[src/rtl/core/ubsc_fifo.sv]
// Small flop-based queue used between the front and back and on the result side.
// Generic in width and depth; no package dependency.
module ubsc_fifo #(
  parameter int WIDTH = 8,
  parameter int DEPTH = 4
) (
  input  logic             clk,
  input  logic             rst,
  input  logic             push,
  input  logic [WIDTH-1:0] wdata,
  output logic             full,
  input  logic             pop,
  output logic [WIDTH-1:0] rdata,
  output logic             empty
);

  localparam int PW = (DEPTH > 1) ? $clog2(DEPTH) : 1;
  localparam int CW = $clog2(DEPTH + 1);

  logic [WIDTH-1:0] mem [DEPTH];
  logic [PW-1:0]    wr_ptr;
  logic [PW-1:0]    rd_ptr;
  logic [CW-1:0]    count;
  logic             do_push;
  logic             do_pop;

  assign full    = (count == CW'(DEPTH));
  assign empty   = (count == '0);
  assign do_push = push && !full;
  assign do_pop  = pop && !empty;
  assign rdata   = mem[rd_ptr];

  // Pointers and fill count
  always_ff @(posedge clk) begin
    if (rst) begin
      wr_ptr <= '0;
      rd_ptr <= '0;
      count  <= '0;
    end else begin
      if (do_push) begin
        wr_ptr <= (wr_ptr == PW'(DEPTH - 1)) ? '0 : wr_ptr + PW'(1);
      end
      if (do_pop) begin
        rd_ptr <= (rd_ptr == PW'(DEPTH - 1)) ? '0 : rd_ptr + PW'(1);
      end
      unique case ({do_push, do_pop})
        2'b10:   count <= count + CW'(1);
        2'b01:   count <= count - CW'(1);
        default: count <= count;
      endcase
    end
  end

  // Storage
  always_ff @(posedge clk) begin
    if (do_push) begin
      mem[wr_ptr] <= wdata;
    end
  end

endmodule

[config.mk]
export PLATFORM = sky130hd
export DESIGN_NAME = ubsc_fifo
export DESIGN_NICKNAME = d
export VERILOG_FILES = /design/src/rtl/core/ubsc_fifo.sv
export SDC_FILE = /design/constraint.sdc
export NUM_CORES = 1
export LEC_CHECK = 0
export BUFFER_PORTS_ARGS = -buffer_cell sky130_fd_sc_hd__buf_2
export CORE_UTILIZATION = 40
export DETAILED_ROUTE_END_ITERATION = 10
export SLEW_MARGIN = 20
export SYNTH_ARGS = -nofsm -noshare
export SYNTH_HDL_FRONTEND = slang
export SYNTH_SLANG_ARGS = --single-unit
[constraint.sdc]
create_clock -name clk -period 2.6 [get_ports clk]
set_input_delay 0.26 -clock clk [delete_from_list [all_inputs] [get_ports clk]]
set_output_delay 0.26 -clock clk [all_outputs]
set_load 0.005 [all_outputs]
# Yosys cells after proc, flatten, opt, wreduce, memory -nomap -nowiden
# Memories as Yosys holds them, arrays and structs flattened. A register that Yosys moved wholly into a read port is not among the register bits.
# Index checks and enable logic that the tools add are counted.
op_classes:
  reduce_logical: 6
  n_addsub: 4
  n_mux: 7
  eq_ne: 5
op_table:
  columns: ["operator", "n"]
  rows:
  - ["2-to-1 mux 2 bit", 4]
  - ["equality test 2 bit (second input constant)", 3]
  - ["one-hot mux 3 bit (2 select lines)", 1]
  - ["adder 2 x 1 -> 2 bit (second input constant)", 2]
  - ["adder 3 x 1 -> 3 bit (second input constant)", 1]
  - ["equality test 3 bit (second input constant)", 1]
  - ["zero test 3 bit", 1]
  - ["subtractor 3 x 1 -> 3 bit (second input constant)", 1]
  - ["equality test 2 x 1 -> 1 bit (second input constant)", 1]
  - ["logical AND 1 bit", 2]
  - ["zero test 1 bit", 2]
  - ["2-to-1 mux 1 bit", 2]
  - ["nonzero test 2 bit", 1]
totals:
  inputBits: 12
  mem_bits_rw: 32
  memories: 1
  regBits: 7
  elab_cells: 26
mem_list:
  columns: ["name", "depth", "word_bits", "rd", "rd_clocked_by_memory_dff", "wr", "line_no", "text"]
  rows:
  - ["mem", 4, 8, 1, 1, 1, "20", "logic [WIDTH-1:0] mem [DEPTH];"]

# Longest topological paths before layout
logic_depth:
  ltp_word: 5
  ltp_mapped: 10

# Least setup slack after synthesis
# No wires, ideal clock.
synth_path:
  path_type: "register -> register"
  start: "register count[2]"
  end: "register count[2]"
  stages_incl_launch_ff: 11
  path_slack_ps: 250
  n_path_buf: 1
  setup_ps: 70
  arrival_ps: 2280
  t_required_ps: 2530
  path_cell_list: "dfxtp_1 > or3b_1 > buf_6 > and2_4 > inv_1 > ha_1 > inv_1 > fa_1 > xor2_1 > or3_2 > a21oi_1"
synth_via:
  elab_chain_len: 5
  word_cells_on_any_way: 12
synth_lines:
  columns: ["item", "line_no", "text"]
  rows:
  - ["start: declaration", "23", "logic [CW-1:0] count;"]
  - ["start signal: assignment", "47", "2'b10: count <= count + CW'(1);"]
  - ["start signal: assignment", "48", "2'b01: count <= count - CW'(1);"]
  - ["start signal: assignment", "49", "default: count <= count;"]
  - ["equality test 3 bit or zero test 3 bit (tied branches)", "27, 28", null]
  - ["zero test 1 bit (on tied branches)", "29, 30", null]
  - ["logical AND 1 bit (on tied branches)", "29, 30", null]
  - ["equality test 2 x 1 -> 1 bit or equality test 2 bit (tied branches)", "46", "unique case ({do_push, do_pop})"]
  - ["one-hot mux 3 bit (2 select lines) or nonzero test 2 bit (tied branches)", null, null]
# Several ways; a longest one is shown, not always the timed one.
# A chain may end at the register's enable or synchronous reset.

# Final worst setup path
# Ends and elaborated chain as after synthesis.

==> flow_metrics.py <==
metrics = {
    "status": {
        "status": "complete, no violations",
    },
    "sta": {
        "fin_skew_ps": 7.16,
        "setup_tns_ps": 0,
        "rsz0062_at_grt": "no",
        "layout_worst_path_cycle_share": 0.918,
        "tightestPinTransition_ps": 583,
        "hold_ws_ps": 181,
        "finalCriticalPeriod_ps": 2390,
        "slew_headroom": 0.611,
        "timing.fmax_ghz": 0.419,
        "final_max_slew_viol_count": 0,
        "setup_viol": 0,
        "fin_ws_ps": 214,
        "final-hold-violation-count": 0,
    },
    "clocking": {
        "htree_levels": 2,
        "clkLatencyLatePin_ps": 290,
        "cts_num_sinks": 41,
        "cts_root_buffer": "clkbuf_8",
        "cts_tree": "built",
        "ctsHoldBuffers": 0,
        "cts_resized": 0,
        "cts_setup_buffers": 0,
        "clk_pin_slew_worst_paths_ps": 80,
        "clock_path_buffers": 2,
        "numCtsBuffers": 5,
    },
    "layout": {
        "syn2layout_area_growth_pct": 16.0,
        "final_area_mm2": 0.00191,
        "num_antenna_cells": 0,
        "drive_gt1_frac": 0.350,
        "final_cells": 171,
        "fillers": 330,
        "final_core_util": 0.503,
        "fin_nets": 141,
    },
    "floorplanning": {
        "io_pins": 22,
        "die_height_um": 66.2,
        "core_area_mm2": 0.00380,
        "start_util": 0.434,
        "rows": 22,
        "die_w_um": 66.2,
        "dieArea_mm2": 0.00438,
    },
    "synthesis": {
        "yosys.area_share.simple": 0.0592,
        "async_reset_ff_frac": 0,
        "synth_seq_cells": 41,
        "syn_area_per_cell_um2": 17.2,
        "synth_top_family_by_area": "multiplexers",
        "syn_area_mm2": 0.00165,
        "synthDistinctLibCells": 27,
        "synth_fp_nets": 115,
        "synth-seq-area-share": 0.692,
        "synth_compound_area_frac": 0.0319,
        "yosys.area_share.adder": 0.0577,
        "synth-edff-count": 32,
        "postSynthCellCount": 96,
        "synthMuxAreaShare": 0.115,
        "synthFlopType": "edfxtp_1",
        "yosysWarnings": 0,
        "synth_xor_xnor_area_share": 0.0106,
    },
    "setup_path": {
        "cp-start-kind": "register",
        "path_class": "register to register",
        "cp.arrival_ps": 2610,
        "critPathRequiredTime_ps": 2830,
        "worstPathMaxFanout": 5,
        "cp-end-kind": "register",
        "rrSetupSlack_ps": 210,
    },
    "drt": {
        "routedWlPerCell_um": 14.8,
        "drc": 0,
        "routed_via_density": 4.92,
        "postRouteAntennaNets": 0,
        "via_count": 841,
        "drt_iter0_markers": 14,
        "dr.pass1.iters": 4,
        "routed_wirelength_mm": 2.54,
    },
    "global_route": {
        "grt_pass1_vias": 863,
        "grt_max_degree": 14,
        "grt_pass1_wl_mm": 3.96,
        "antenna_found_initial": 0,
        "grt-ovfl-total": 0,
        "track_usage": 0.138,
    },
    "hold_path": {
        "hold_class": "primary input to register",
    },
    "place": {
        "dpl.hpwl_mm": 1.68,
        "port-buffer-count": 21,
        "dp_slack_ps": 225,
        "post_dp_cell_area_mm2": 0.00180,
        "dp.cells": 163,
        "gp_congestion": 0.737,
    },
    "pwr": {
        "ir_drop_mv": 0.360,
        "power_leakage_nw": 0.721,
        "p_per_area_mw_per_mm2": 928,
        "total_power_mw": 1.77,
    },
    "flow_run": {
        "maxCapViolCount": 0,
    },
}
[critical path, stage by stage, from the launching register on]
cell and delay [ps]:
dfxtp_1 390, or3b_1 380, and2_4 170, inv_1 50, ha_1 180, inv_1 60, fa_1 380, xor2_1 160
or3_2 400, a21oi_1 140
[Yosys cell counts (2+ instances only)]
library cell | n | area (µm²)
a21oi_1 | 4 | 20.0
and3_2 | 2 | 15.0
nand3_1 | 2 | 10.0
mux4_2 | 8 | 180
ha_1 | 6 | 75.1
nor3_1 | 2 | 10.0
and3_1 | 2 | 12.5
inv_1 | 8 | 30.0
edfxtp_1 | 32 | 961
xor2_1 | 2 | 17.5
dfxtp_1 | 9 | 180
nor2_1 | 4 | 15.0
[final timing paths]
path	from	to	cells after the start
setup reg to reg	count[2]	count[2]	9
setup / recovery	count[2]	count[2]	9
hold reg to reg	rd_ptr[0]	register	2
hold / removal	wdata[0]	mem[1][0]	1
[layer usage]
metal,track usage,share of wire,routed length (µm),vias to the layer above
li1,-,-,-,413
met1,0.141,0.42,1060,403
met2,0.246,0.52,1320,20
met3,0.0466,0.044,111,5
met4,0.0718,0.017,44,0
met5,0,0,0,-
[cells by family (layout without fill, tap and decap cells)]
logic type | count (synthesis) | after routing
compound gates | 8 | 8
xor+xnor | 2 | 2
fa+ha+maj | 7 | 7
buf+inv | 12 | 39
flops | 41 | 41
mux | 9 | 9
simple gates | 17 | 17
[report_power, final]
part           switching (mW)  internal [mW]  leakage (nW)  total [mW]
logic                   0.187          0.224         0.298       0.410
clock network           0.207          0.285        0.0552       0.492
registers              0.0763          0.797         0.367       0.873
total                   0.470           1.30         0.721        1.77
[layout by cell type, fill, tap and decap left out]
| cell type | synthesis | layout |
|---|---|---|
| and3_2 | 2 | 2 |
| inv_1 | 8 | 8 |
| bufinv_16 | 0 | 1 |
| mux4_2 | 8 | 8 |
| or3_2 | 1 | 1 |
| dfxtp_1 | 9 | 9 |
| and3_1 | 2 | 2 |
| xor2_1 | 2 | 2 |
| o31ai_1 | 1 | 1 |
| a21oi_1 | 4 | 4 |
| buf_4 | 0 | 2 |
| nand3_1 | 2 | 2 |
| or3b_1 | 1 | 1 |
| buf_2 | 1 | 21 |
| fa_1 | 1 | 1 |
| nor3_1 | 2 | 2 |
| o31ai_2 | 1 | 1 |
| nor2_1 | 4 | 4 |
| mux2i_1 | 1 | 1 |
| clkbuf_8 | 0 | 5 |
| a21o_1 | 1 | 1 |
| nand2_1 | 1 | 1 |
| ha_1 | 6 | 6 |
| clkbuf_1 | 1 | 1 |
| or3_1 | 1 | 1 |
| clkinv_2 | 0 | 1 |
| and2_4 | 1 | 1 |
| edfxtp_1 | 32 | 32 |
| o21ai_0 | 1 | 1 |
[final cells by class]
cell class	count	area, µm²	share of cell area
Sequential cell	41	1140	0.597
Multi-Input combinational cell	43	453	0.237
Timing Repair Buffer	23	120	0.0628
Clock buffer	6	72.6	0.0380
Tap cell	48	60.1	0.0314
Clock inverter	2	35.0	0.0183
Inverter	8	30.0	0.0157
[state kept, by name (all words and copies together), names as in the netlist, named ones only]
register / count
count: 3
mem: 32
rd_ptr: 2
wr_ptr: 2
Power figures use the tool's default switching activity.
