File: src/rtl/core/ubsc_pkg.sv
// Package for the upper-bound supersolution check core.
// Holds the transaction structs, status codes and shared constants.
// No dependencies.
package ubsc_pkg;

  localparam int DEFAULT_MAX_COMPONENTS = 65536;
  localparam int DEFAULT_MID_DEPTH      = 4;
  localparam int DEFAULT_OUT_DEPTH      = 2;

  localparam logic [63:0] POS_INF_BITS = 64'h7FF0_0000_0000_0000;

  // Report status codes
  localparam logic [1:0] STATUS_OK         = 2'd0;
  localparam logic [1:0] STATUS_INPUT_FAIL = 2'd1;
  localparam logic [1:0] STATUS_OP_NEG     = 2'd2;
  localparam logic [1:0] STATUS_NOT_SUPER  = 2'd3;

  // One vector component
  typedef struct packed {
    logic [63:0] residual_bound;
    logic [63:0] candidate_value;
    logic [63:0] operator_value;
    logic        last_component;
  } in_item_t;

  // One report
  typedef struct packed {
    logic [1:0]  status;
    logic [15:0] bad_index;
    logic [63:0] reported_candidate;
    logic [63:0] reported_required;
    logic [63:0] smallest_margin;
  } out_item_t;

  // Classified component with its rounded-up sum, front to back
  typedef struct packed {
    logic [63:0] residual_bound;
    logic [63:0] candidate_value;
    logic [63:0] operator_value;
    logic        last_component;
    logic        in_fail;
    logic        op_inf;
    logic        op_neg;
    logic        sum_ovf;
    logic [63:0] sum_bits;
  } mid_item_t;

endpackage

File: src/rtl/core/ubsc_front.sv
// Front end: accepts components, classifies the inputs and forms the
// rounded-up sum residual + operator in four stages. Uses ubsc_pkg.
module ubsc_front (
  input  logic                 clk,
  input  logic                 rst,
  input  logic                 push,
  input  ubsc_pkg::in_item_t   item,
  output logic                 full,
  output logic                 mid_push,
  output ubsc_pkg::mid_item_t  mid_item,
  input  logic                 mid_full
);

  typedef struct packed {
    logic in_fail;
    logic op_inf;
    logic op_neg;
    logic zsign;
  } fe_flags_t;

  function automatic logic nonfinite(input logic [63:0] x);
    return &x[62:52];
  endfunction

  function automatic logic neg_nonzero(input logic [63:0] x);
    return x[63] & (|x[62:0]);
  endfunction

  logic v1, v2, v3, v4;
  logic rdy1, rdy2, rdy3, rdy4;

  ubsc_pkg::in_item_t s1_item, s2_item, s3_item;
  fe_flags_t          s1_flags, s2_flags, s3_flags;
  logic [62:0]        s1_big, s1_small;
  logic [52:0]        s2_big_m;
  logic [10:0]        s2_big_e, s3_big_e;
  logic [54:0]        s2_small_al;
  logic               s2_sticky, s3_sticky;
  logic [55:0]        s3_sum;
  ubsc_pkg::mid_item_t s4;

  // Stage 1 logic: classify and order the two addends
  fe_flags_t   c1_flags;
  logic [62:0] c1_big, c1_small;
  logic        c1_swap;

  always_comb begin
    c1_flags.in_fail = nonfinite(item.residual_bound) | neg_nonzero(item.residual_bound) |
                       nonfinite(item.candidate_value) | neg_nonzero(item.candidate_value);
    c1_flags.op_inf  = nonfinite(item.operator_value);
    c1_flags.op_neg  = neg_nonzero(item.operator_value);
    c1_flags.zsign   = item.residual_bound[63] & item.operator_value[63];
    c1_swap  = item.operator_value[62:0] > item.residual_bound[62:0];
    c1_big   = c1_swap ? item.operator_value[62:0] : item.residual_bound[62:0];
    c1_small = c1_swap ? item.residual_bound[62:0] : item.operator_value[62:0];
  end

  // Stage 2 logic: align the smaller significand, keep a sticky bit
  logic [10:0]  c2_be, c2_se, c2_d;
  logic [5:0]   c2_shamt;
  logic [52:0]  c2_small_m;
  logic [118:0] c2_wide;

  always_comb begin
    c2_be      = (s1_big[62:52] == 11'd0) ? 11'd1 : s1_big[62:52];
    c2_se      = (s1_small[62:52] == 11'd0) ? 11'd1 : s1_small[62:52];
    c2_d       = c2_be - c2_se;
    c2_shamt   = (c2_d > 11'd63) ? 6'd63 : c2_d[5:0];
    c2_small_m = {|s1_small[62:52], s1_small[51:0]};
    c2_wide    = {c2_small_m, 2'b00, 64'd0} >> c2_shamt;
  end

  // Stage 3 logic: significand add
  logic [55:0] c3_sum;
  assign c3_sum = {1'b0, s2_big_m, 2'b00} + {1'b0, s2_small_al};

  // Stage 4 logic: pack and round towards +infinity
  logic        c4_carry, c4_inexact;
  logic [52:0] c4_mant;
  logic [11:0] c4_base;
  logic [63:0] c4_packed;

  always_comb begin
    c4_carry   = s3_sum[55];
    c4_mant    = c4_carry ? s3_sum[55:3] : s3_sum[54:2];
    c4_inexact = s3_sticky | (c4_carry ? (|s3_sum[2:0]) : (|s3_sum[1:0]));
    c4_base    = c4_carry ? {1'b0, s3_big_e} : ({1'b0, s3_big_e} - 12'd1);
    c4_packed  = {c4_base, 52'd0} + {11'd0, c4_mant} + {63'd0, c4_inexact};
  end

  // Elastic stage control
  assign rdy4     = !v4 || !mid_full;
  assign rdy3     = !v3 || rdy4;
  assign rdy2     = !v2 || rdy3;
  assign rdy1     = !v1 || rdy2;
  assign full     = !rdy1;
  assign mid_push = v4;
  assign mid_item = s4;

  always_ff @(posedge clk) begin
    if (rst) begin
      v1 <= 1'b0;
      v2 <= 1'b0;
      v3 <= 1'b0;
      v4 <= 1'b0;
    end else begin
      if (rdy1) v1 <= push;
      if (rdy2) v2 <= v1;
      if (rdy3) v3 <= v2;
      if (rdy4) v4 <= v3;
    end
  end

  // Stage payloads
  always_ff @(posedge clk) begin
    if (rdy1) begin
      s1_item  <= item;
      s1_flags <= c1_flags;
      s1_big   <= c1_big;
      s1_small <= c1_small;
    end
    if (rdy2) begin
      s2_item     <= s1_item;
      s2_flags    <= s1_flags;
      s2_big_m    <= {|s1_big[62:52], s1_big[51:0]};
      s2_big_e    <= c2_be;
      s2_small_al <= c2_wide[118:64];
      s2_sticky   <= |c2_wide[63:0];
    end
    if (rdy3) begin
      s3_item   <= s2_item;
      s3_flags  <= s2_flags;
      s3_sum    <= c3_sum;
      s3_big_e  <= s2_big_e;
      s3_sticky <= s2_sticky;
    end
    if (rdy4) begin
      s4.residual_bound  <= s3_item.residual_bound;
      s4.candidate_value <= s3_item.candidate_value;
      s4.operator_value  <= s3_item.operator_value;
      s4.last_component  <= s3_item.last_component;
      s4.in_fail         <= s3_flags.in_fail;
      s4.op_inf          <= s3_flags.op_inf;
      s4.op_neg          <= s3_flags.op_neg;
      s4.sum_ovf         <= (c4_packed[63:52] >= 12'h7FF);
      s4.sum_bits        <= {s3_flags.zsign, c4_packed[62:0]};
    end
  end

endmodule

File: config.mk
export PLATFORM = sky130hd
export DESIGN_NAME = ubsc_front
export DESIGN_NICKNAME = d
export VERILOG_FILES = /design/src/rtl/core/ubsc_pkg.sv /design/src/rtl/core/ubsc_front.sv
export SDC_FILE = /design/constraint.sdc
export NUM_CORES = 2
export LEC_CHECK = 0
export ABC_AREA = 1
export ABC_CLOCK_PERIOD_IN_PS = 29000
export BUFFER_PORTS_ARGS = -buffer_cell sky130_fd_sc_hd__buf_2
export CAP_MARGIN = 20
export CORE_MARGIN = 2
export CORE_UTILIZATION = 38
export CTS_CLUSTER_DIAMETER = 40
export CTS_CLUSTER_SIZE = 25
export DETAILED_ROUTE_END_ITERATION = 10
export HOLD_SLACK_MARGIN = 0.1
export PLACE_DENSITY = 0.6
export SLEW_MARGIN = 20
export SYNTH_ARGS = -nofsm -noshare
export SYNTH_HDL_FRONTEND = slang
export SYNTH_SLANG_ARGS = --single-unit
File: constraint.sdc
create_clock -name clk -period 29 [get_ports clk]
set_input_delay 1.45 -clock clk [delete_from_list [all_inputs] [get_ports clk]]
set_output_delay 1.45 -clock clk [all_outputs]
set_load 0.1 [all_outputs]
Yosys cells after proc, flatten, opt, wreduce, memory -nomap -nowiden
Index checks and enable logic that the tools add are counted.
Widths: inputs -> output; s select.
{"block": "totals", "elab_cells": 94, "register_bits": 1170, "in_bits": 197}
{"block": "op_classes", "add_sub_neg": 5, "n_reduce_logical": 23, "n_lt_le_gt_ge": 3, "muxes": 8, "n_shift": 1, "bitwise": 8}
{"cell": "$reduce_or 63->1", "n": 3}
{"cell": "$mux 63", "n": 2}
{"cell": "$shr 119x6->119", "n": 1}
{"cell": "$add 64x1->64", "n": 1}
{"cell": "$add 64x53->64", "n": 1}
{"cell": "$reduce_or 64->1", "n": 1}
{"cell": "$gt 63x63->1", "n": 1}
{"cell": "$add 55x55->56", "n": 1}
{"cell": "$mux 53", "n": 1}
{"cell": "$reduce_and 11->1", "n": 3}
{"cell": "$logic_not 11->1", "n": 2}
{"cell": "$mux 11", "n": 2}
{"cell": "$reduce_or 11->1", "n": 2}
{"cell": "$ge 12x11->1 const B", "n": 1}
{"cell": "$mux 12", "n": 1}
{"cell": "$sub 11x1->12 const B", "n": 1}
{"cell": "$gt 11x6->1 const B", "n": 1}
{"cell": "$sub 11x11->11", "n": 1}
{"cell": "$logic_not 1->1", "n": 6}
{"cell": "$mux 6", "n": 1}
{"cell": "$and 1x1->1", "n": 4}
{"cell": "$logic_or 1x1->1", "n": 4}
{"cell": "$or 1x1->1", "n": 4}
{"cell": "$reduce_or 3->1", "n": 1}
{"cell": "2 further kinds", "n": 2}

Depth between registers and ports, before layout
{"block": "logic_depth", "depth_word": 7, "mapped_depth": 34}

Worst setup path after synthesis
Ideal clock, no wire load.
{"block": "synth_timing", "kind": "input to register", "start": "in mid_full", "end": "reg s1_big[0] (enable)", "arrival_ps": 29552, "t_required_ps": 28416, "cell_stages": 7, "path_slack_ps": -1136, "setup_time_ps": 584, "path_cell_list": "nand2_1 > nor2_1 > inv_1 > nor2_1 > inv_1 > nor2_1 > inv_1"}
{"block": "synth_between", "elab_chain_len": 5}
{"item": "from (decl)", "line": "ubsc_front.sv:11", "source": "input logic mid_full"}
{"item": "$logic_not 1->1", "line": "ubsc_front.sv:92", "source": "assign rdy4 = !v4 || !mid_full;"}
{"item": "$logic_or 1x1->1", "line": "ubsc_front.sv:92"}
{"item": "$logic_or 1x1->1", "line": "ubsc_front.sv:93", "source": "assign rdy3 = !v3 || rdy4;"}
{"item": "via rdy3", "line": "ubsc_front.sv:30", "source": "logic rdy1, rdy2, rdy3, rdy4;"}
{"item": "$logic_or 1x1->1", "line": "ubsc_front.sv:94", "source": "assign rdy2 = !v2 || rdy3;"}
{"item": "via rdy2", "line": "ubsc_front.sv:30"}
{"item": "$logic_or 1x1->1", "line": "ubsc_front.sv:95", "source": "assign rdy1 = !v1 || rdy2;"}
{"item": "to (signal assigned)", "line": "ubsc_front.sv:119", "source": "s1_big <= c1_big;"}
{"item": "to (decl)", "line": "ubsc_front.sv:34", "source": "logic [62:0] s1_big, s1_small;"}
The timed path passes the listed nets, and every way through them passes these cells.
A chain may end at the register's enable or synchronous reset.

Worst setup path after layout
{"block": "layout_timing", "start": "reg s1_big[58]", "end": "reg s2_sticky (data pin)"}
{"block": "layout_between", "elab_chain_len": 7}
{"item": "$logic_not 11->1", "line": "ubsc_front.sv:65", "source": "c2_be = (s1_big[62:52] == 11'd0) ? 11'd1 : s1_big[62:52];"}
{"item": "$mux 11 (*)", "line": "ubsc_front.sv:65"}
{"item": "$sub 11x11->11 (*)", "line": "ubsc_front.sv:67", "source": "c2_d = c2_be - c2_se;"}
{"item": "$gt 11x6->1", "line": "ubsc_front.sv:68", "source": "c2_shamt = (c2_d > 11'd63) ? 6'd63 : c2_d[5:0];"}
{"item": "$mux 6 (*)", "line": "ubsc_front.sv:68"}
{"item": "$shr 119x6->119 (*)", "line": "ubsc_front.sv:70", "source": "c2_wide = {c2_small_m, 2'b00, 64'd0} >> c2_shamt;"}
{"item": "$reduce_or 64->1 (*)", "line": "ubsc_front.sv:128", "source": "s2_sticky <= |c2_wide[63:0];"}
{"item": "to (signal assigned)", "line": "ubsc_front.sv:128"}
{"item": "to (decl)", "line": "ubsc_front.sv:38", "source": "logic s2_sticky, s3_sticky;"}
Every way passes the cells marked *; elsewhere a longest branch is shown, timed or not.

==> metrics.md <==
| Metric | Value |
|---|---|
| Max Fclk | `150.6 MHz` |
| Adder-Cell Fraction of Synth Area | `0.03358` |
| Power density over cell area | `81.88 nW/um^2` |
| Internal power | `3.237 mW` |
| Mapped Cells | `3893` |
| Hold depth | `0` |
| Largest net degree at the start of global routing | `253` |
| Initial core utilization | `0.3814` |
| Clk_lat worst skew | `0.79 ns` |
| Nets | `4733` |
| Final design utilization | `0.4532` |
| Fillers | `11819` |
| Post-cts sizing count | `0` |
| Fin worst setup slack | `22.36 ns` |
| Total CTS buffers | `150` |
| Minimum clock period | `6.642 ns` |
| CP Capture Type | `flip-flop` |
| Detailed Place HPWL | `104.1 mm` |
| Cell variety after synth | `64` |
| First DRT Iteration DRCs | `3018` |
| CP top delay family | `simple AND/OR/NAND/NOR gates` |
| Clock power share | `0.382` |
| EDFF count, synth | `1166` |
| Mapped Area | `49260 sq um` |
| Worst path max stage delay | `0.63 ns` |
| Die W | `364.0 microns` |
| Mux cell area share after synthesis | `0.003658` |
| Final setup viols | `0` |
| Wire per inst | `22.25 microns` |
| Area Overhead vs Synth | `18.81%` |
| Syn_nets | `4221` |
| Largest family of logic cells by synthesized area | `simple AND/OR/NAND/NOR gates` |
| Final Slew Violations | `0` |
| Residual DRC | `0` |
| Final Non-Filler Cells | `6280` |
| Sw Share | `0.3247` |
| Port Buffers | `459` |
| Total power | `4.793 mW` |
| Top Ports | `460` |
| Initial antenna violation count | `16` |
| Hold Slack | `0.3742 ns` |
| Post-synthesis compound-gate area fraction | `0.04684` |
| Pre-CTS setup slack | `21.69 ns` |
| Pre-antenna DRT Iters | `6` |
| Root buffer cell | `clkbuf_16` |
| First-pass GRT wire length | `201.9 mm` |
| Final period util | `0.2290` |
| Flops & latches, synth | `1170` |
| Layout cells sized above 1 | `0.1841` |
| Vias in the first global route | `30753` |
| Dpl cell area | `53410 sq um` |
| Worst path most repeated cell | `nand2_1` |
| Die area | `132500 sq um` |
| Final Wtd Congestion | `0.9811` |
| Status | `finished clean` |
| GRT Total Usage | `0.2094` |
| Req. time, crit path | `29.50 ns` |
| TritonCTS clock tree | `built` |
| CTS hold repair buffers | `0` |
| Clk_skew | `0.04534 ns` |
| Post-route ant nets | `0` |
| Reg2reg setup slack | `22.36 ns` |
| Slew margin rel. | `0.2147` |
| Worst-path fanout max | `64` |
| Final wirelength | `139.7 mm` |
| Comb pwr share | `0.183` |
| Worst Reg-to-Reg Cells | `31` |
| WP buf/inv | `5` |
| Post-CTS Setup Inserts | `0` |
| Htree depth | `4` |
| Avg Vias per Cell | `5.065` |
| Synth Area per Inst | `12.65 sq um` |
| Pleak | `24.03 nW` |
| Core Footprint | `129200 sq um` |
| Hold Path Class | `reg2reg` |
| Sequential power share | `0.436` |
| CTS sink cnt | `1170` |
| Total number of yosys warnings | `0` |
| Setup TNS | `0 ns` |
| Clock buffer depth | `3` |
| Max_cap viols | `0` |
| Worst Max-Slew Pin Slew | `1.163 ns` |
| Final Hold Fails | `0` |
| Die height | `364.0 microns` |
| Clock transition at path regs | `0.07 ns` |
| Peak VDD IR | `59.09 uV` |
| Sequential-to-total area share from yosys stat | `0.7124` |
| CP Launch Type | `flip-flop` |
| Synth Area in Simple Gates | `0.1435` |
| Top FF cell, synth | `edfxtp_1` |
| WP data arrival | `7.14 ns` |
| RSZ-0062 raised after global routing | `false` |
| Vias | `31807` |
| Post-route cell area | `58530 sq um` |
| Xor/xnor cell area share of the yosys netlist | `0.02095` |
| Asr flop ratio synth | `0` |
| Overflow left after global routing | `0` |
| Cell depth of the worst setup path | `31` |
| Post-Place Cells | `5995` |
| Switching power total | `1.556 mW` |
| Crit Path Class | `reg2reg` |
| CP max-delay cell | `buf_4` |
| Num rows | `132` |
[area by class of cell]
class / instances / area [sq um] / area share
antenna: 8 / 20.02 / 0.0003420
multi-input combinational: 2249 / 12270 / 0.2097
tap: 1742 / 2180 / 0.03724
clock inverter: 119 / 1274 / 0.02176
inverter: 345 / 1316 / 0.02249
sequential: 1170 / 35090 / 0.5996
clock buffer: 158 / 3826 / 0.06537
timing repair buffer: 489 / 2547 / 0.04353
[power groups by stage]
stage | registers [mW] | logic, mW | clock network, mW
4_1_cts | 2.09 | 0.873 | 1.87
3_5_place_dp | 2.12 | 0.870 | 0
6_report | 2.09 | 0.875 | 1.83
2_1_floorplan | 2.37 | 0.372 | 0
3_3_place_gp | 2.12 | 0.868 | 0
5_1_grt | 2.10 | 0.939 | 1.94
[cell families after synthesis]
logic type | after synthesis
AO/OA/AOI/OAI | 422
flip-flops | 1170
buffers and inverters | 474
AND/OR/NAND/NOR | 1561
multiplexers | 18
XOR/XNOR | 117
adder cells (fa/ha/maj) | 131
[cell usage after synthesis, drive strengths merged, types with 3 or more instances]
library cell	count	area [sq um]
a21boi	5	37.54
a21o	4	30.03
a21oi	142	710.7
a31oi	16	100.1
and3	3	20.02
buf	68	399.1
clkbuf	61	229.0
dfxtp	4	80.08
edfxtp	1166	35010
ha	129	1614
inv	344	1294
mux2i	18	180.2
nand2	717	2724
nand3	374	1892
nand3b	4	30.03
nand4	101	638.1
nor2	231	917.1
nor3	36	217.7
nor4	60	396.6
o2111ai	3	26.28
o211ai	10	75.07
o21a	10	75.07
o21ai	214	1097
o221ai	4	35.03
or2	29	181.4
xnor2	45	394.1
xor2	72	638.1
[routing by layer]
metal / global-route usage / vias up / wire length (microns)
li1: - / 15074 / -
met1: 0.2828 / 15406 / 60570
met2: 0.3416 / 1125 / 66110
met3: 0.03898 / 196 / 9231
met4: 0.06774 / 6 / 3773
met5: 0 / - / 34
[cell usage in the layout (no fill, tap or decap), drive strengths merged, types with 5 or more instances in the layout]
master,count
nor2,231
nand4,101
inv,387
nor4,60
edfxtp,1166
clkbuf,158
nand3,374
ha,129
or2,29
nor3,36
clkinv,61
o21a,10
buf,489
diode,8
mux2i,18
a21boi,5
a21oi,142
o211ai,10
a31oi,16
nand2,717
xnor2,45
o21ai,214
clkinvlp,13
xor2,72
[flip-flops by register name, summed over array words and instances (netlist names)]
signal       count
mid_item       261
s2_small_al     55
v3               1
s3_item        193
s2_sticky        1
s2_big_e        11
s1_item        193
s2_item        193
s1_big          63
s3_flags         4
s2_big_m        53
s3_sum          56
s3_big_e        11
v2               1
s1_small        63
s2_flags         4
s1_flags         4
mid_push         1
s3_sticky        1
v1               1
[worst paths after layout]
check / from / endpoint
hold reg to reg: s3_item[176] / mid_item[244]
setup reg to reg: s1_big[58] / s2_sticky
hold / removal: s3_item[176] / mid_item[244]
setup / recovery: s1_big[58] / s2_sticky
(Power assumes the default switching activity.)
