<file path="src/rtl/core/ubsc_pkg.sv">
// Package for the upper-bound supersolution check core.
// Holds the transaction structs, status codes and shared constants.
// No dependencies.
package ubsc_pkg;

  localparam int DEFAULT_MAX_COMPONENTS = 65536;
  localparam int DEFAULT_MID_DEPTH      = 4;
  localparam int DEFAULT_OUT_DEPTH      = 2;

  localparam logic [63:0] POS_INF_BITS = 64'h7FF0_0000_0000_0000;

  // Report status codes
  localparam logic [1:0] STATUS_OK         = 2'd0;
  localparam logic [1:0] STATUS_INPUT_FAIL = 2'd1;
  localparam logic [1:0] STATUS_OP_NEG     = 2'd2;
  localparam logic [1:0] STATUS_NOT_SUPER  = 2'd3;

  // One vector component
  typedef struct packed {
    logic [63:0] residual_bound;
    logic [63:0] candidate_value;
    logic [63:0] operator_value;
    logic        last_component;
  } in_item_t;

  // One report
  typedef struct packed {
    logic [1:0]  status;
    logic [15:0] bad_index;
    logic [63:0] reported_candidate;
    logic [63:0] reported_required;
    logic [63:0] smallest_margin;
  } out_item_t;

  // Classified component with its rounded-up sum, front to back
  typedef struct packed {
    logic [63:0] residual_bound;
    logic [63:0] candidate_value;
    logic [63:0] operator_value;
    logic        last_component;
    logic        in_fail;
    logic        op_inf;
    logic        op_neg;
    logic        sum_ovf;
    logic [63:0] sum_bits;
  } mid_item_t;

endpackage

</file>
<file path="src/rtl/core/ubsc_back.sv">
// Back end: margin candidate - sum in round-to-nearest over six stages, then
// running minimum, first-failure records and the per-vector report. Uses ubsc_pkg.
module ubsc_back #(
  parameter int MAX_COMPONENTS = ubsc_pkg::DEFAULT_MAX_COMPONENTS
) (
  input  logic                clk,
  input  logic                rst,
  input  logic                mid_empty,
  input  ubsc_pkg::mid_item_t mid_item,
  output logic                mid_pop,
  input  logic                out_full,
  output logic                out_push,
  output ubsc_pkg::out_item_t out_item
);

  localparam int CW = (MAX_COMPONENTS > 1) ? $clog2(MAX_COMPONENTS) : 1;
  localparam int IW = (CW > 16) ? CW : 16;

  typedef struct packed {
    logic m_sign;
    logic c_fail;
  } bk_tag_t;

  function automatic logic fp_less(input logic [63:0] a, input logic [63:0] b);
    logic res;
    if (!(|a[62:0]) && !(|b[62:0])) begin
      res = 1'b0;
    end else begin
      unique case ({a[63], b[63]})
        2'b10:   res = 1'b1;
        2'b01:   res = 1'b0;
        2'b00:   res = a[62:0] < b[62:0];
        default: res = a[62:0] > b[62:0];
      endcase
    end
    return res;
  endfunction

  logic v1, v2, v3, v4, v5, v6;
  logic rdy1, rdy2, rdy3, rdy4, rdy5, rdy6, acc_rdy, consume;

  ubsc_pkg::mid_item_t b1_item, b2_item, b3_item, b4_item, b5_item, b6_item;
  bk_tag_t             b1_tag, b2_tag, b3_tag, b4_tag, b5_tag, b6_tag;
  logic [62:0] b1_big, b1_small;
  logic [55:0] b2_a, b2_b, b3_d, b4_d, b5_n;
  logic [10:0] b2_ex, b3_ex, b4_ex, b5_en;
  logic [5:0]  b4_sh;
  logic [63:0] b6_m;

  // Stage 1 logic: order the magnitudes, settle the sign of the margin
  bk_tag_t     c1_tag;
  logic [62:0] c1_mc, c1_ms;
  logic        c1_eq;

  always_comb begin
    c1_mc         = mid_item.candidate_value[62:0];
    c1_ms         = mid_item.sum_bits[62:0];
    c1_eq         = (c1_mc == c1_ms);
    c1_tag.c_fail = c1_mc < c1_ms;
    c1_tag.m_sign = c1_eq ? (!(|c1_mc) & mid_item.candidate_value[63] & ~mid_item.sum_bits[63])
                          : c1_tag.c_fail;
  end

  // Stage 2 logic: align with guard, round and sticky
  logic [10:0]  c2_ex, c2_ey, c2_d;
  logic [5:0]   c2_shamt;
  logic [119:0] c2_wide;

  always_comb begin
    c2_ex    = (b1_big[62:52] == 11'd0) ? 11'd1 : b1_big[62:52];
    c2_ey    = (b1_small[62:52] == 11'd0) ? 11'd1 : b1_small[62:52];
    c2_d     = c2_ex - c2_ey;
    c2_shamt = (c2_d > 11'd63) ? 6'd63 : c2_d[5:0];
    c2_wide  = {|b1_small[62:52], b1_small[51:0], 3'b000, 64'd0} >> c2_shamt;
  end

  // Stage 3 logic: magnitude subtract
  logic [55:0] c3_d;
  assign c3_d = b2_a - b2_b;

  // Stage 4 logic: leading-zero count, limited by the subnormal floor
  logic [5:0]  c4_lz, c4_sh;
  logic [10:0] c4_lim;

  always_comb begin
    c4_lz = 6'd56;
    for (int i = 0; i < 56; i++) begin
      if (b3_d[i]) c4_lz = 6'(55 - i);
    end
    c4_lim = b3_ex - 11'd1;
    c4_sh  = ({5'd0, c4_lz} < c4_lim) ? c4_lz : c4_lim[5:0];
  end

  // Stage 6 logic: round to nearest even and pack; exact cancellation gives zero
  logic [52:0] c6_mant;
  logic        c6_up;
  logic [62:0] c6_packed;

  always_comb begin
    c6_mant = b5_n[55:3];
    c6_up   = b5_n[2] & ((|b5_n[1:0]) | c6_mant[0]);
    if (b5_n == '0) begin
      c6_packed = 63'd0;
    end else begin
      c6_packed = {b5_en - 11'd1, 52'd0} + {10'd0, c6_mant} + {62'd0, c6_up};
    end
  end

  // Elastic stage control
  assign acc_rdy = !(b6_item.last_component && out_full);
  assign consume = v6 && acc_rdy;
  assign rdy6    = !v6 || acc_rdy;
  assign rdy5    = !v5 || rdy6;
  assign rdy4    = !v4 || rdy5;
  assign rdy3    = !v3 || rdy4;
  assign rdy2    = !v2 || rdy3;
  assign rdy1    = !v1 || rdy2;
  assign mid_pop = !mid_empty && rdy1;

  always_ff @(posedge clk) begin
    if (rst) begin
      v1 <= 1'b0;
      v2 <= 1'b0;
      v3 <= 1'b0;
      v4 <= 1'b0;
      v5 <= 1'b0;
      v6 <= 1'b0;
    end else begin
      if (rdy1) v1 <= !mid_empty;
      if (rdy2) v2 <= v1;
      if (rdy3) v3 <= v2;
      if (rdy4) v4 <= v3;
      if (rdy5) v5 <= v4;
      if (rdy6) v6 <= v5;
    end
  end

  // Stage payloads
  always_ff @(posedge clk) begin
    if (rdy1) begin
      b1_item  <= mid_item;
      b1_tag   <= c1_tag;
      b1_big   <= c1_tag.c_fail ? c1_ms : c1_mc;
      b1_small <= c1_tag.c_fail ? c1_mc : c1_ms;
    end
    if (rdy2) begin
      b2_item <= b1_item;
      b2_tag  <= b1_tag;
      b2_a    <= {|b1_big[62:52], b1_big[51:0], 3'b000};
      b2_b    <= c2_wide[119:64] | {55'd0, |c2_wide[63:0]};
      b2_ex   <= c2_ex;
    end
    if (rdy3) begin
      b3_item <= b2_item;
      b3_tag  <= b2_tag;
      b3_d    <= c3_d;
      b3_ex   <= b2_ex;
    end
    if (rdy4) begin
      b4_item <= b3_item;
      b4_tag  <= b3_tag;
      b4_d    <= b3_d;
      b4_ex   <= b3_ex;
      b4_sh   <= c4_sh;
    end
    if (rdy5) begin
      b5_item <= b4_item;
      b5_tag  <= b4_tag;
      b5_n    <= b4_d << b4_sh;
      b5_en   <= b4_ex - 11'(b4_sh);
    end
    if (rdy6) begin
      b6_item <= b5_item;
      b6_tag  <= b5_tag;
      b6_m    <= {b5_tag.m_sign, c6_packed};
    end
  end

  // Vector records
  logic [CW-1:0] count;
  logic          if_seen, cf_seen;
  logic [15:0]   if_index, cf_index;
  logic [63:0]   if_cand, if_res;
  logic [1:0]    cf_code;
  logic [63:0]   cf_cand, cf_req, cf_margin, run_margin;

  logic [IW-1:0] count_w;
  logic [15:0]   idx16;
  logic          if_now, if_seen_n, check_on, sum_ok, cf_now;
  logic [1:0]    code;
  logic [63:0]   rm_new, req;

  always_comb begin
    count_w   = IW'(count);
    idx16     = count_w[15:0];
    if_now    = !if_seen && b6_item.in_fail;
    if_seen_n = if_seen || b6_item.in_fail;
    check_on  = !if_seen_n && !cf_seen;
    sum_ok    = !b6_item.op_inf && !b6_item.op_neg && !b6_item.sum_ovf;
    priority if (b6_item.op_inf)  code = ubsc_pkg::STATUS_INPUT_FAIL;
    else if (b6_item.op_neg)      code = ubsc_pkg::STATUS_OP_NEG;
    else if (b6_item.sum_ovf)     code = ubsc_pkg::STATUS_INPUT_FAIL;
    else if (b6_tag.c_fail)       code = ubsc_pkg::STATUS_NOT_SUPER;
    else                          code = ubsc_pkg::STATUS_OK;
    rm_new = (check_on && sum_ok && fp_less(b6_m, run_margin)) ? b6_m : run_margin;
    req    = (code == ubsc_pkg::STATUS_NOT_SUPER) ? b6_item.sum_bits : b6_item.operator_value;
    cf_now = check_on && (code != ubsc_pkg::STATUS_OK);
  end

  // Report from the records as they stand after this component
  always_comb begin
    priority if (if_seen_n) begin
      out_item.status             = ubsc_pkg::STATUS_INPUT_FAIL;
      out_item.bad_index          = if_now ? idx16 : if_index;
      out_item.reported_candidate = if_now ? b6_item.candidate_value : if_cand;
      out_item.reported_required  = if_now ? b6_item.residual_bound : if_res;
      out_item.smallest_margin    = ubsc_pkg::POS_INF_BITS;
    end else if (cf_seen || cf_now) begin
      out_item.status             = cf_now ? code : cf_code;
      out_item.bad_index          = cf_now ? idx16 : cf_index;
      out_item.reported_candidate = cf_now ? b6_item.candidate_value : cf_cand;
      out_item.reported_required  = cf_now ? req : cf_req;
      out_item.smallest_margin    = cf_now ? rm_new : cf_margin;
    end else begin
      out_item.status             = ubsc_pkg::STATUS_OK;
      out_item.bad_index          = 16'd0;
      out_item.reported_candidate = 64'd0;
      out_item.reported_required  = 64'd0;
      out_item.smallest_margin    = rm_new;
    end
  end

  assign out_push = consume && b6_item.last_component;

  // Control part of the records
  always_ff @(posedge clk) begin
    if (rst) begin
      count      <= '0;
      if_seen    <= 1'b0;
      cf_seen    <= 1'b0;
      run_margin <= ubsc_pkg::POS_INF_BITS;
    end else if (consume) begin
      if (b6_item.last_component) begin
        count      <= '0;
        if_seen    <= 1'b0;
        cf_seen    <= 1'b0;
        run_margin <= ubsc_pkg::POS_INF_BITS;
      end else begin
        count      <= (count == CW'(MAX_COMPONENTS - 1)) ? '0 : count + CW'(1);
        if_seen    <= if_seen_n;
        cf_seen    <= cf_seen || cf_now;
        run_margin <= rm_new;
      end
    end
  end

  // Payload part of the records, qualified by the seen flags
  always_ff @(posedge clk) begin
    if (consume && if_now) begin
      if_index <= idx16;
      if_cand  <= b6_item.candidate_value;
      if_res   <= b6_item.residual_bound;
    end
    if (consume && cf_now) begin
      cf_code   <= code;
      cf_index  <= idx16;
      cf_cand   <= b6_item.candidate_value;
      cf_req    <= req;
      cf_margin <= rm_new;
    end
  end

endmodule

</file>
<file path="config.mk">
export PLATFORM = sky130hd
export DESIGN_NAME = ubsc_back
export DESIGN_NICKNAME = d
export VERILOG_FILES = /design/src/rtl/core/ubsc_pkg.sv /design/src/rtl/core/ubsc_back.sv
export SDC_FILE = /design/constraint.sdc
export NUM_CORES = 2
export LEC_CHECK = 0
export BUFFER_PORTS_ARGS = -buffer_cell sky130_fd_sc_hd__buf_2
export CORE_ASPECT_RATIO = 1.5
export CORE_UTILIZATION = 30
export DETAILED_ROUTE_END_ITERATION = 16
export PLACE_DENSITY = 0.51
export SYNTH_ARGS = -nofsm -noshare
export SYNTH_HDL_FRONTEND = slang
export SYNTH_SLANG_ARGS = --single-unit
export TNS_END_PERCENT = 50
</file>
<file path="constraint.sdc">
create_clock -name clk -period 46.8 [get_ports clk]
set_input_delay 0 -clock clk [delete_from_list [all_inputs] [get_ports clk]]
set_output_delay 0 -clock clk [all_outputs]
set_load 0.05 [all_outputs]
</file>
### After elaboration in Yosys (flattened, before gate mapping)

Cells that the tools add are included.

| storage, ports and cells | value |
|---|---|
| register bits | 2536 |
| latch bits | 0 |
| RAM bits | 0 |
| bits in read-only memories | 0 |
| input bits | 265 |
| memories kept | 0 |

| operators by class | value |
|---|---|
| add/subtract/negate cells | 8 |
| $mul | 0 |
| div/mod/pow operators | 0 |
| order comparisons | 5 |
| equality and inequality tests | 5 |
| shifts and indexed selects | 2 |
| multiplexer cells | 86 |
| bitwise logic cells | 6 |
| reduce and logical (&&, ||, !) cells | 51 |

Operators with widths:

| kind | count |
|---|---|
| 64-bit two-way mux | 8 |
| 210-bit two-way mux | 2 |
| 6-bit two-way mux | 57 |
| 63-bit OR reduction | 3 |
| 63-bit < comparator | 2 |
| 63-bit two-way mux | 2 |
| 120-bit by 6-bit right shift with 120-bit output | 1 |
| 16-bit two-way mux | 4 |
| 64-bit OR reduction | 1 |
| 63-bit by 1-bit adder with 63-bit output | 1 |
| 63-bit by 53-bit adder with 63-bit output | 1 |
| 63-bit equality test | 1 |
| 63-bit > comparator | 1 |
| 56-bit logical NOT | 1 |
| 56-bit by 1-bit bitwise OR with 56-bit output | 1 |
| 56-bit by 6-bit left shift with 56-bit output | 1 |
| 56-bit subtractor | 1 |
| 11-bit logical NOT | 2 |
| 11-bit two-way mux | 2 |
| 11-bit OR reduction | 2 |
| 11-bit by 1-bit subtractor with 11-bit output, second input constant | 2 |
| 1-bit logical NOT | 17 |
| 16-bit by 1-bit adder with 16-bit output, second input constant | 1 |
| 16-bit equality test, second input constant | 1 |
| other kinds (18) | 48 |

### Longest topological paths before layout

| depth | value |
|---|---|
| word-level depth | 58 |
| gate-level depth with buffers | 24 |
| gate-level depth less buffers | 20 |

### Worst setup path before layout

No wires, ideal clock.

| path | value |
|---|---|
| path type | flip-flop to flip-flop |
| start point | register b6_item[67] in the netlist's numbering |
| end point | register cf_cand[0] (enable) |
| setup time | 1.297 ns |
| arrival time | 20.640 ns |
| data required time | 45.503 ns |
| slack | 24.863 ns |
| stages on the path, launching flop included | 3 |
| path through | edfxtp_1 or2_0 nor4_1 |

| between the ends | value |
|---|---|
| word-level cells in the longest chain between the ends | 5 |

RTL lines:

| element | RTL line | text |
|---|---|---|
| from (decl) | ubsc_back.sv:42 | `ubsc_pkg::mid_item_t b1_item, b2_item, b3_item, b4_item, b5_item, b6_item;` |
| from (signal assigned) | ubsc_back.sv:173 | `b6_item <= b5_item;` |
| 1-bit logical OR | ubsc_back.sv:197 | `if_seen_n = if_seen \|\| b6_item.in_fail;` |
| 1-bit logical NOT | ubsc_back.sv:198 | `check_on = !if_seen_n && !cf_seen;` |
| 1-bit logical AND | ubsc_back.sv:198 |  |
| 1-bit logical AND | ubsc_back.sv:207 | `cf_now = check_on && (code != ubsc_pkg::STATUS_OK);` |
| 1-bit logical AND | ubsc_back.sv:264 | `if (consume && cf_now) begin` |
| to (signal assigned) | ubsc_back.sv:267 | `cf_cand <= b6_item.candidate_value;` |
| to (decl) | ubsc_back.sv:185 | `logic [63:0] cf_cand, cf_req, cf_margin, run_margin;` |

No other way between the ends.
A chain may end at the register's enable or synchronous reset.

### Final worst setup path

| path | value |
|---|---|
| start point | register b1_small[54] |
| end point | register b2_b[0], data pin |

| between the ends | value |
|---|---|
| word-level cells in the longest chain between the ends | 8 |
| elaborated cells on any way between the ends | 9 |

RTL lines:

| element | RTL line | text |
|---|---|---|
| from (decl) | ubsc_back.sv:44 | `logic [62:0] b1_big, b1_small;` |
| from (signal assigned) | ubsc_back.sv:144 | `b1_small <= c1_tag.c_fail ? c1_mc : c1_ms;` |
| 11-bit logical NOT | ubsc_back.sv:71 | `c2_ey = (b1_small[62:52] == 11'd0) ? 11'd1 : b1_small[62:52];` |
| 11-bit two-way mux | ubsc_back.sv:71 |  |
| 11-bit subtractor | ubsc_back.sv:72 | `c2_d = c2_ex - c2_ey;` |
| 11-bit by 6-bit > comparator with 1-bit output | ubsc_back.sv:73 | `c2_shamt = (c2_d > 11'd63) ? 6'd63 : c2_d[5:0];` |
| 6-bit two-way mux | ubsc_back.sv:73 |  |
| 120-bit by 6-bit right shift with 120-bit output * | ubsc_back.sv:74 | `c2_wide = {\|b1_small[62:52], b1_small[51:0], 3'b000, 64'd0} >> c2_shamt;` |
| 64-bit OR reduction | ubsc_back.sv:150 | `b2_b <= c2_wide[119:64] \| {55'd0, \|c2_wide[63:0]};` |
| 56-bit by 1-bit bitwise OR with 56-bit output * | ubsc_back.sv:150 |  |
| to (signal assigned) | ubsc_back.sv:150 |  |
| to (decl) | ubsc_back.sv:45 | `logic [55:0] b2_a, b2_b, b3_d, b4_d, b5_n;` |

Every way passes the cells marked *; elsewhere a longest branch is shown, timed or not.

==> flow_metrics.py <==
metrics = {
    "power_and_ir_drop": {
        "p_sw_w": 0.00152,
        "leakagePower_nw": 45.2,
        "p_clk_share_pct": 34.9,
        "combinationalPowerShare_pct": 14.4,
        "total_power_w": 0.00565,
        "sequentialPowerShare_pct": 50.6,
        "p_int_w": 0.00413,
        "powerDensity_mw_per_mm2": 46.3,
        "ir_drop_mv": 0.0319,
        "swShare_pct": 27.0,
    },
    "clock_tree": {
        "cts_buffer_depth": 4,
        "htreeDepth": 4,
        "clock_latency_ns": 0.93,
        "cts_root_buffer": "clkbuf_16",
        "cts_setup_buffers": 0,
        "clkTransAtPathRegs_ns": 0.07,
        "clock_sinks": 2536,
        "cts_tree": "yes",
        "cts_buffers": 245,
        "cts_resized": 0,
    },
    "final_layout": {
        "synthToLayoutAreaGrowth_pct": 20.6,
        "multiInputGateArea_mm2": 0.0236,
        "seqCellArea_mm2": 0.0753,
        "utilization_pct": 36.4,
        "final_cells": 12200,
        "nets": 8044,
        "filler_cell_count": 31700,
        "drive_gt1_share_pct": 15.9,
    },
    "timing": {
        "fmax_mhz": 124,
        "setup_viol": 0,
        "tns_ns": 0,
        "fin_skew_ns": 0.135,
        "relSlewSlack_pct": 18.8,
        "worst_pin_slew_ns": 1.21,
        "fin_crit_ns": 8.04,
        "finalMaxSlewViolations": 0,
        "rsz0062_at_grt": "false",
        "fin_hold_ws_ns": 0.0752,
        "period_share_pct": 17.2,
        "finalHoldViolations": 0,
    },
    "critical_path": {
        "critPathMaxFanout": 58,
        "critPathRequiredTime_ns": 47.38,
        "critical_path_class": "reg2reg",
        "endpoint_kind": "register",
        "worst_ep_arrival_time_ns": 8.62,
        "worst_setup_path_start_kind": "register",
    },
    "global_routing": {
        "grt_pass1_vias": 59700,
        "grt_max_degree": 137,
        "gr-total-overflow": 0,
        "grt_usage_pct": 16.9,
        "antenna_found_initial": 58,
        "grt_pass1_wl_um": 419000,
    },
    "yosys": {
        "synth_seq_cells": 2536,
        "synth-main-ff-cell": "edfxtp_1",
        "synth.most_common_cell": "edfxtp_1",
        "syn_area_mm2": 0.101,
        "ys_seq_area_share_pct": 74.4,
        "avgSynthCellArea_um2": 15.5,
        "syn_inst": 6536,
        "synth_warnings": 0,
        "synthTopCellsByCount": "edfxtp_1 (2448), nor2_1 (403), inv_1 (370), nand2_1 (370), o21ai_0 (296)",
        "yosys-top-cells-area": "edfxtp_1 (73%), ha_1 (2.5%), mux2_2 (2.5%)",
        "synthArstFlopShare_pct": 0,
        "synth.top_cell.area_share_pct": 72.7,
        "yosys.cell_types.count": 93,
        "syn_nets": 7008,
        "yosys.area.top_type": "edfxtp_1",
        "synth_edf_count": 2448,
    },
    "routing": {
        "drt-total-wl_um": 293000,
        "wl_per_cell_um": 24.0,
        "dr.first_iter.drc_count": 4732,
        "vias": 59100,
        "ant_nets": 0,
        "met1_length_um": 118000,
        "drt-pass1-iter-count": 9,
        "drc": 0,
        "top_layer": "met5",
        "wl_met3_um": 14200,
        "wl_met2_um": 150000,
        "vias_per_cell": 4.82,
    },
    "floorplan": {
        "initial_core_util_pct": 30.2,
        "core_area_mm2": 0.335,
        "ios": 477,
        "fp-row-count": 260,
        "die_h_um": 713,
        "die_x_um": 476,
        "die_area_mm2": 0.339,
    },
    "run": {
        "maxCapViolations": 0,
    },
    "placed_design": {
        "place.gp.congestion": 0.863,
        "dpl.cell_count": 11300,
        "post-dp-hpwl_um": 204000,
        "numPortBuffers": 476,
    },
    "status": {
        "status": "finished clean",
    },
    "worst_hold_path": {
        "hp-class": "in2reg",
    },
}
## critical path, stage by stage (launching register included)
cell and delay (ns):
edfxtp_1 0.41, nor4_1 0.58, nand3_1 0.40, nand2b_1 0.19, ha_1 0.19, inv_1 0.06, fa_4 0.51, a211oi_1 0.46
o21ai_0 0.21, a211oi_1 0.40, o22ai_1 0.22, nor4_4 0.25, buf_4 0.29, buf_4 0.64, nand2_1 0.25, a221o_1 0.54
o221ai_1 0.60, o21ai_1 0.15, a221oi_1 0.28, nand4_1 0.22, and4bb_1 0.35, nand4_1 0.12, a221o_1 0.38
## path summary, 6_finish.rpt
kind	start	to	slack, ns	cells after the start
setup / recovery	b1_small[54]$_DFFE_PN_	b2_b[0]$_DFFE_PP_	38.76	22
hold / removal	mid_item[21]	b1_small[21]$_DFFE_PN_	0.08	3
setup reg to reg	b1_small[54]$_DFFE_PN_	b2_b[0]$_DFFE_PP_	38.76	22
hold reg to reg	b2_item[196]$_DFFE_PP_	b3_item[196]$_DFFE_PP_	0.37	0
## repair_timing
item                                    4_1_cts  5_1_grt
endpoints found under the hold margin       431        0
hold buffers                                505        0
endpoints found under the setup margin        0        0
## flip-flops by register name, indices dropped and copies added (netlist names), 56 cells and up
signal      flops
b1_small       63
b4_d           56
b6_item       261
b1_big         63
if_cand        64
b3_item       261
cf_req         64
b4_item       261
b6_m           64
b5_n           56
b1_item       261
run_margin     64
b3_d           56
cf_cand        64
cf_margin      64
b2_b           56
if_res         64
b5_item       261
b2_item       261
## layer usage
layer  vias to the layer above  GRT usage (%)
li1                      27300              -
met1                     29700           20.4
met2                      1568           30.2
met3                       475           2.39
met4                        30           6.11
met5                         -              0
## kinds of logic (layout without fill, tap and decap cells)
group,Yosys count,count (layout),share of synthesized area [%]
AOI/OAI and AO/OA,1258,1258,8.27
xor gates and xnor gates,145,145,1.26
adders and majority gates,207,207,2.58
buffers and inverters,650,1886,2.45
DFF,2536,2536,74.4
muxes,415,415,4.81
other,0,16,0
and+or+nand+nor,1325,1325,6.21
## area by class of cell
type | count | share of cell area [%]
clock inverters | 152 | 1.22
diodes | 16 | 0.0328
clock buffers | 295 | 5.29
well taps | 4454 | 4.57
repair buffers | 1067 | 6.68
flip-flops and latches | 2536 | 61.7
inverters | 372 | 1.16
multi-input cells | 3350 | 19.3
## through the flow
step	cell area, um2	setup WS, ns
floorplan	101000	24.86
global placement	109000	38.94
detailed placement	109000	38.91
CTS	122000	38.78
global route	122000	38.40
finish	122000	38.76
## power by group through the flow
stage	clock network, W	registers (W)	logic (W)
global route	0.00210	0.00288	0.000884
CTS	0.00204	0.00286	0.000821
detailed placement	0	0.00291	0.000781
floorplan	0	0.00283	0.000518
finish	0.00197	0.00286	0.000815
global placement	0	0.00291	0.000778
## placed cells by master (no fill, tap or decap), types with 40 or more instances in the layout
master,count
inv_1,368
a22o_1,56
clkinv_2,45
o21ai_0,296
buf_2,476
mux2i_1,154
nand3_1,82
dlygate4sd3_1,505
a21oi_1,279
nand4_1,81
dfxtp_1,86
clkbuf_1,40
xor2_1,50
clkbuf_16,248
nor4_1,95
xnor2_1,93
edfxtp_1,2448
mux2_2,226
o21a_1,76
nand2_1,368
o22ai_1,57
buf_4,81
nor2b_1,47
a22oi_1,73
a211oi_1,43
ha_1,205
clkinv_1,49
a21o_1,86
a222oi_1,82
nor3_1,70
nor2_1,398
nand2b_1,51
No activity file was read; power rests on OpenSTA's default activity.
